## src/hdl/hfq_pkg.sv

```systemverilog
// Shared types and constants for the Hilbert FIR quadrature pair.
package hfq_pkg;

  localparam int SAMPLE_W = 32;
  localparam int COEF_W   = 16;
  localparam int INDEX_W  = 7;
  localparam int PROD_W   = SAMPLE_W + COEF_W;
  localparam int RND_SHIFT = 15;

  localparam logic CMD_SAMPLE = 1'b0;
  localparam logic CMD_LOAD   = 1'b1;

  localparam logic [SAMPLE_W-1:0] Q31_MAX = 32'h7fff_ffff;
  localparam logic [SAMPLE_W-1:0] Q31_MIN = 32'h8000_0000;

  typedef struct packed {
    logic                       cmd;
    logic signed [SAMPLE_W-1:0] sample_in;
    logic [INDEX_W-1:0]         coef_index;
    logic signed [COEF_W-1:0]   coef_value;
  } in_t;

  typedef struct packed {
    logic signed [SAMPLE_W-1:0] quadrature_out;
    logic signed [SAMPLE_W-1:0] in_phase_out;
  } out_t;

endpackage

```

## src/hdl/hfq_ram.sv

```systemverilog
// Generic simple dual-port RAM with registered read.
module hfq_ram #(
  parameter int WIDTH = 32,
  parameter int DEPTH = 31
) (
  input  logic                     clk_i,
  input  logic                     we_i,
  input  logic [$clog2(DEPTH)-1:0] waddr_i,
  input  logic [WIDTH-1:0]         wdata_i,
  input  logic [$clog2(DEPTH)-1:0] raddr_i,
  output logic [WIDTH-1:0]         rdata_o
);

  logic [WIDTH-1:0] mem_q [DEPTH];
  logic [WIDTH-1:0] rdata_q;

  always_ff @(posedge clk_i) begin
    if (we_i) begin
      mem_q[waddr_i] <= wdata_i;
    end
    rdata_q <= mem_q[raddr_i];
  end

  assign rdata_o = rdata_q;

endmodule

```

## src/hdl/hilbert_fir_quadrature_pair.sv

```systemverilog
// Hilbert FIR quadrature pair: top level with history and coefficient memories.
//
// Input channel (in_valid_i / in_stall_o / in_data_i) carries one transaction per
// command. A load command (cmd = 1) writes one Q1.15 coefficient in the accept
// cycle and returns nothing; an index of TAPS or more is dropped. A sample command
// pushes a Q31 sample into the history and yields one result transaction on the
// output channel (out_valid_o / out_stall_i / out_data_o): the rounded, saturated
// FIR sum and the input delayed by (TAPS-1)/2 samples.
// A sample runs one MAC per tap, reading one history word and one coefficient per
// cycle from the two RAMs, then the multiply, accumulate and rounding stages after
// the last read. in_stall_o stays high from the accept of a sample until its result
// enters the output register, so no transaction is taken in between; loads run at
// one per cycle while the filter is idle.
// The result waits in an output register while out_stall_i is high; the next
// transaction is taken meanwhile, and a new result only waits for that register.
// Reset clears the history pointer and the per-entry valid bits of both memories,
// so history and coefficients read as zero until written; no clearing pass.
module hilbert_fir_quadrature_pair #(
  parameter int TAPS = 31
) (
  input  logic          clk_i,
  input  logic          rst_ni,
  input  logic          in_valid_i,
  output logic          in_stall_o,
  input  hfq_pkg::in_t  in_data_i,
  output logic          out_valid_o,
  input  logic          out_stall_i,
  output hfq_pkg::out_t out_data_o
);

  localparam int IDX_W = $clog2(TAPS);
  localparam int ACC_W = hfq_pkg::PROD_W + $clog2(TAPS);
  localparam logic [IDX_W-1:0] LAST_IDX = IDX_W'(TAPS - 1);
  localparam logic [IDX_W-1:0] MID_IDX  = IDX_W'(TAPS - 1 - (TAPS - 1) / 2);

  typedef enum logic [1:0] {ST_IDLE, ST_RUN, ST_FLUSH} state_e;

  state_e                  state_q;
  logic [IDX_W-1:0]        ptr_q;
  logic [IDX_W-1:0]        slot_q;
  logic [IDX_W-1:0]        cnt_q;
  logic [TAPS-1:0]         hist_vld_q;
  logic [TAPS-1:0]         coef_vld_q;
  logic                    s1_vld_q, s1_last_q, s1_mid_q;
  logic                    s2_vld_q, s2_last_q;
  logic                    fin_q;
  logic                    hv_q, cv_q;
  logic                    out_vld_q;
  hfq_pkg::out_t           out_q;

  logic signed [hfq_pkg::PROD_W-1:0]   prod_q;
  logic signed [ACC_W-1:0]             acc_q;
  logic signed [hfq_pkg::SAMPLE_W-1:0] inph_q;

  logic                                in_acc, smp_acc, ld_ok, issue, out_free, out_load;
  logic [hfq_pkg::SAMPLE_W-1:0]        hist_rdata;
  logic [hfq_pkg::COEF_W-1:0]          coef_rdata;
  logic signed [hfq_pkg::SAMPLE_W-1:0] h_val;
  logic signed [hfq_pkg::COEF_W-1:0]   c_val;
  logic signed [ACC_W-1:0]             rnd_sum, rnd_val;
  logic [hfq_pkg::SAMPLE_W-1:0]        sat_val;
  logic                                rnd_fits;

  assign in_stall_o = (state_q != ST_IDLE);
  assign in_acc     = in_valid_i && !in_stall_o;
  assign smp_acc    = in_acc && (in_data_i.cmd == hfq_pkg::CMD_SAMPLE);
  assign ld_ok      = in_acc && (in_data_i.cmd == hfq_pkg::CMD_LOAD) &&
                      (32'(in_data_i.coef_index) < TAPS);
  assign issue      = (state_q == ST_RUN);
  assign out_free   = !out_vld_q || !out_stall_i;
  assign out_load   = (state_q == ST_FLUSH) && fin_q && out_free;

  hfq_ram #(.WIDTH(hfq_pkg::SAMPLE_W), .DEPTH(TAPS)) u_hist_ram (
    .clk_i   (clk_i),
    .we_i    (smp_acc),
    .waddr_i (ptr_q),
    .wdata_i (in_data_i.sample_in),
    .raddr_i (slot_q),
    .rdata_o (hist_rdata)
  );

  hfq_ram #(.WIDTH(hfq_pkg::COEF_W), .DEPTH(TAPS)) u_coef_ram (
    .clk_i   (clk_i),
    .we_i    (ld_ok),
    .waddr_i (in_data_i.coef_index[IDX_W-1:0]),
    .wdata_i (in_data_i.coef_value),
    .raddr_i (cnt_q),
    .rdata_o (coef_rdata)
  );

  assign h_val = hv_q ? $signed(hist_rdata) : '0;
  assign c_val = cv_q ? $signed(coef_rdata) : '0;

  // round half up, floor shift, saturate to Q31
  assign rnd_sum  = acc_q + ACC_W'(1 << (hfq_pkg::RND_SHIFT - 1));
  assign rnd_val  = rnd_sum >>> hfq_pkg::RND_SHIFT;
  assign rnd_fits = (rnd_val[ACC_W-1:hfq_pkg::SAMPLE_W-1] == '0) ||
                    (rnd_val[ACC_W-1:hfq_pkg::SAMPLE_W-1] == '1);
  assign sat_val  = rnd_fits ? rnd_val[hfq_pkg::SAMPLE_W-1:0] :
                    (rnd_val[ACC_W-1] ? hfq_pkg::Q31_MIN : hfq_pkg::Q31_MAX);

  always_ff @(posedge clk_i or negedge rst_ni) begin
    if (!rst_ni) begin
      state_q    <= ST_IDLE;
      ptr_q      <= '0;
      slot_q     <= '0;
      cnt_q      <= '0;
      hist_vld_q <= '0;
      coef_vld_q <= '0;
      s1_vld_q   <= 1'b0;
      s1_last_q  <= 1'b0;
      s1_mid_q   <= 1'b0;
      s2_vld_q   <= 1'b0;
      s2_last_q  <= 1'b0;
      fin_q      <= 1'b0;
      hv_q       <= 1'b0;
      cv_q       <= 1'b0;
      out_vld_q  <= 1'b0;
      out_q      <= '0;
    end else begin
      s1_vld_q  <= issue;
      s1_last_q <= issue && (cnt_q == LAST_IDX);
      s1_mid_q  <= issue && (cnt_q == MID_IDX);
      s2_vld_q  <= s1_vld_q;
      s2_last_q <= s1_last_q;
      hv_q      <= hist_vld_q[slot_q];
      cv_q      <= coef_vld_q[cnt_q];
      if (s2_vld_q && s2_last_q) begin
        fin_q <= 1'b1;
      end
      if (ld_ok) begin
        coef_vld_q[in_data_i.coef_index[IDX_W-1:0]] <= 1'b1;
      end
      if (out_vld_q && !out_stall_i && !out_load) begin
        out_vld_q <= 1'b0;
      end
      case (state_q)
        ST_IDLE: begin
          if (smp_acc) begin
            hist_vld_q[ptr_q] <= 1'b1;
            slot_q  <= (ptr_q == LAST_IDX) ? '0 : ptr_q + 1'b1;
            ptr_q   <= (ptr_q == LAST_IDX) ? '0 : ptr_q + 1'b1;
            cnt_q   <= '0;
            state_q <= ST_RUN;
          end
        end
        ST_RUN: begin
          slot_q <= (slot_q == LAST_IDX) ? '0 : slot_q + 1'b1;
          cnt_q  <= (cnt_q == LAST_IDX) ? '0 : cnt_q + 1'b1;
          if (cnt_q == LAST_IDX) begin
            state_q <= ST_FLUSH;
          end
        end
        ST_FLUSH: begin
          if (out_load) begin
            fin_q                <= 1'b0;
            out_vld_q            <= 1'b1;
            out_q.quadrature_out <= sat_val;
            out_q.in_phase_out   <= inph_q;
            state_q              <= ST_IDLE;
          end
        end
        default: begin
          state_q <= ST_IDLE;
        end
      endcase
    end
  end

  always_ff @(posedge clk_i) begin
    prod_q <= h_val * c_val;
    if (s1_mid_q) begin
      inph_q <= h_val;
    end
    if (smp_acc) begin
      acc_q <= '0;
    end else if (s2_vld_q) begin
      acc_q <= acc_q + {{(ACC_W - hfq_pkg::PROD_W){prod_q[hfq_pkg::PROD_W-1]}}, prod_q};
    end
  end

  assign out_valid_o = out_vld_q;
  assign out_data_o  = out_q;

endmodule

```

## config.mk

```make
export PLATFORM = sky130hd
export DESIGN_NAME = hilbert_fir_quadrature_pair
export DESIGN_NICKNAME = d
export VERILOG_FILES = /design/src/hdl/hfq_pkg.sv /design/src/hdl/hfq_ram.sv /design/src/hdl/hilbert_fir_quadrature_pair.sv
export SDC_FILE = /design/constraint.sdc
export NUM_CORES = 2
export LEC_CHECK = 0
export ABC_CLOCK_PERIOD_IN_PS = 9400
export BUFFER_PORTS_ARGS = -buffer_cell sky130_fd_sc_hd__buf_2
export CORE_AREA = 2 2 413 415
export DETAILED_ROUTE_END_ITERATION = 12
export DIE_AREA = 0 0 415 417
export PLACE_DENSITY = 0.69
export SLEW_MARGIN = 30
export SYNTH_ARGS = -nofsm -noshare
export SYNTH_HDL_FRONTEND = slang
export SYNTH_SLANG_ARGS = --single-unit
```

## constraint.sdc

```tcl
create_clock -name clk_i -period 9.4 [get_ports clk_i]
set_input_delay 0.94 -clock clk_i [delete_from_list [all_inputs] [get_ports clk_i]]
set_output_delay 0.94 -clock clk_i [all_outputs]
set_load 0.05 [all_outputs]
```

==> key figures <==
Run status
  – Status: completed

Worst setup path
  – Worst R2R End: prod_q[40]
  – R2R depth: 23
  – Critical R2R Launch: hv_q
  – Startpoint Class: flop
  – Crit-path max FO: 19
  – Data required, critical path: 10140 ps
  – Crit. End Element: flop
  – Crit path arrival time: 9030 ps
  – Reg-to-reg slack, setup: 1120 ps
  – Critical path type: reg -> reg

Detailed routing
  – Highest routed layer: met5
  – Met2 WL post-DR: 105000 µm
  – Post-route ant nets: 0
  – Drt wl/cell: 25.9 µm
  – Drt via density: 5.91
  – Final WL: 217000 µm
  – Initial drt markers: 5289
  – Via count: 49.5k
  – Met3 wire length: 17400 µm
  – Wl on met1: 88500 µm
  – DRT Pass-1 Iters: 6
  – Drc violations: 0

Die
  – IO Pins: 126
  – Die Wd: 415 µm
  – Die ar.: 173000 µm²
  – Total core area: 169000 µm²
  – Die Ht: 417 µm
  – Row cnt: 151
  – Starting density of the core: 52.7%

Power
  – LEAKAGE: 37.2 nW
  – Pwr Density: 232 nW/µm²
  – Peak supply drop: 183 µV

Global routing
  – First-pass GRT wire length: 326000 µm
  – Initial antenna violation count: 12
  – Total gr overflow: 0
  – Vias in the first global route: 51.2k
  – Largest net degree at the start of global routing: 84
  – Total global-route track usage: 25.4%

Layout
  – Fillers: 12.7k
  – Post-layout nets: 6727
  – Area Growth Syn to Fin: 10.7%
  – Final instance area: 98400 µm²
  – Most common cell after layout, fill and taps aside: edfxtp_1
  – Sequential Area: 52500 µm²
  – Multi-input gate area: 33500 µm²
  – Non-filler cells, final: 8377
  – Layout cells sized above 1: 18.7%
  – Most frequent cells in the layout: 1520 x edfxtp_1, 662 x nand2_1, 589 x inv_1

Clock network
  – Clock buffer count from CTS: 179
  – CTS tree: built
  – Worst-Skew Late Latency: 840 ps
  – Postcts setup bufs: 0
  – Root Driver: clkbuf_16
  – Clock transition at the registers of the reported paths: 60 ps
  – Hold_buf cts: 0
  – Clock Tree Buf Depth: 3
  – H-tree levels: 4
  – CTS sink count: 1821
  – # resized after CTS: 0

STA
  – Max-slew headroom: 32.0%
  – Setup violators final: 0
  – RSZ-0062 raised after global routing: no
  – Tmin final: 8280 ps
  – Final Hold Fails: 0
  – Fmax: 121 MHz
  – Setup TNS: 0 ps
  – Final worst-path cycle share: 88.1%
  – Max-slew violations: 0
  – Setup WS post-layout: 1120 ps
  – Slew @ Worst Pin: 1020 ps
  – Setup Skew: 52.0 ps

Placed design
  – # placed instances: 8040
  – Final RePlAce weighted congestion: 0.954
  – Placed cell area: 92400 µm²
  – Place WS: 1290 ps
  – DP HPWL: 137000 µm
  – # port buffers: 125

Synthesis
  – Ys async rst share: 8.35%
  – Syn avg cell area: 15.2 µm²
  – Yosys warns: 0
  – Main synth FF type: edfxtp_1
  – Flops & latches, synth: 1821
  – Post-synth EDFFs: 1520
  – Syn_nets: 6570
  – Cells after Synth: 5847
  – Sequential fraction of the synthesis area: 59.0%
  – Synth Cell Area: 88800 µm²
  – Synth unique cells: 85

Min path
  – Worst hold-check path type: in -> async

Job
  – Max-cap violations: 0
## metal layers
layer / track usage [%] / up-vias
met2: 41.2 / 2051
met1: 35.3 / 25811
met4: 7.35 / 18
met5: 0 / -
met3: 4.72 / 354
li1: - / 21265
## sequential cells by signal, summed over array words and instances (netlist names), 2 cells and up
| register | cells |
|---|---|
| ptr_q | 5 |
| u_hist_ram.mem_q | 992 |
| hist_vld_q | 31 |
| prod_q | 48 |
| state_q | 2 |
| coef_vld_q | 31 |
| u_coef_ram.rdata_o | 16 |
| cnt_q | 5 |
| acc_q | 53 |
| u_coef_ram.mem_q | 496 |
| inph_q | 32 |
| out_data_o | 64 |
| u_hist_ram.rdata_o | 32 |
| slot_q | 5 |
## cells by family (layout without fill, tap and decap cells)
family	Yosys count	after routing	synth area share, %
other cells	0	2	0
mux	571	571	12.8
compound gates	473	473	3.31
xor+xnor	133	133	1.31
fa+ha+maj	663	663	13.5
simple gates	1324	1324	6.40
buf+inv	862	1172	3.69
flops	1821	1821	59.0
## metrics by stage
step	hold WS (ps)	total power, W	util (%)
after global routing	230	0.0237	58.4
after global placement	335	0.0158	54.8
after floorplan	331	0.0140	-
after CTS	188	0.0230	58.3
after detailed placement	346	0.0159	54.9
final	202	0.0228	58.4
## worst max-delay path, cell delays in order, from the launching register on
cell and delay (ps):
dfrtp_1 610, buf_4 340, nand2_1 420, clkinv_1 600
nand2_1 260, fa_1 440, fa_1 580, inv_1 70
fa_1 480, fa_1 510, fa_1 490, inv_1 50
fa_1 470, inv_1 40, ha_1 340, nand2_1 60
a21oi_1 240, o21ai_0 170, a21oi_1 370, a21oi_1 250
o311ai_0 630, a31oi_1 290, o21ai_0 290, xor2_1 170
## power by group
part	leakage [nW]	internal [W]	switching (W)
logic	17.4	0.00279	0.00323
clock network	2.87	0.00405	0.00309
registers	16.9	0.00911	0.000532
total	37.2	0.0160	0.00686
## worst max-delay path by stage
stage	from	endpoint	slack (ps)	cells past startpoint
3_3_place_gp	hv_q	prod_q[46]	1280	24
3_5_place_dp	hv_q	prod_q[46]	1290	24
6_report	hv_q	prod_q[40]	1120	23
4_1_cts	hv_q	prod_q[46]	1270	24
2_1_floorplan	hv_q	prod_q[47]	2580	28
5_1_grt	hv_q	prod_q[45]	920	24
## Yosys cell counts, types with 28 or more instances
library cell / n / share of area [%]
edfxtp_1: 1520 / 51
nand2_1: 662 / 2.8
inv_1: 589 / 2.5
fa_1: 487 / 11
mux4_2: 450 / 11
nor2_1: 381 / 1.6
clkbuf_1: 195 / 0.82
ha_1: 176 / 2.5
dfrtp_1: 152 / 4.3
o21ai_0: 151 / 0.85
dfxtp_1: 149 / 3.4
a21oi_1: 137 / 0.77
mux2i_1: 88 / 0.99
xnor2_1: 72 / 0.71
or2_2: 69 / 0.49
xor2_1: 61 / 0.60
a21o_1: 55 / 0.46
nand3_1: 47 / 0.26
buf_1: 40 / 0.17
mux2_2: 33 / 0.42
and2_1: 28 / 0.20
## area by class of cell
class	instances	area share [%]
clock buffer	233	4.97
multi-input combinational	3164	34.0
timing repair buffer	233	1.54
tap	2218	2.82
sequential	1821	53.3
antenna	2	0.00509
clock inverter	101	1.01
inverter	605	2.31
Note: power is estimated with default switching activity, not from simulation.
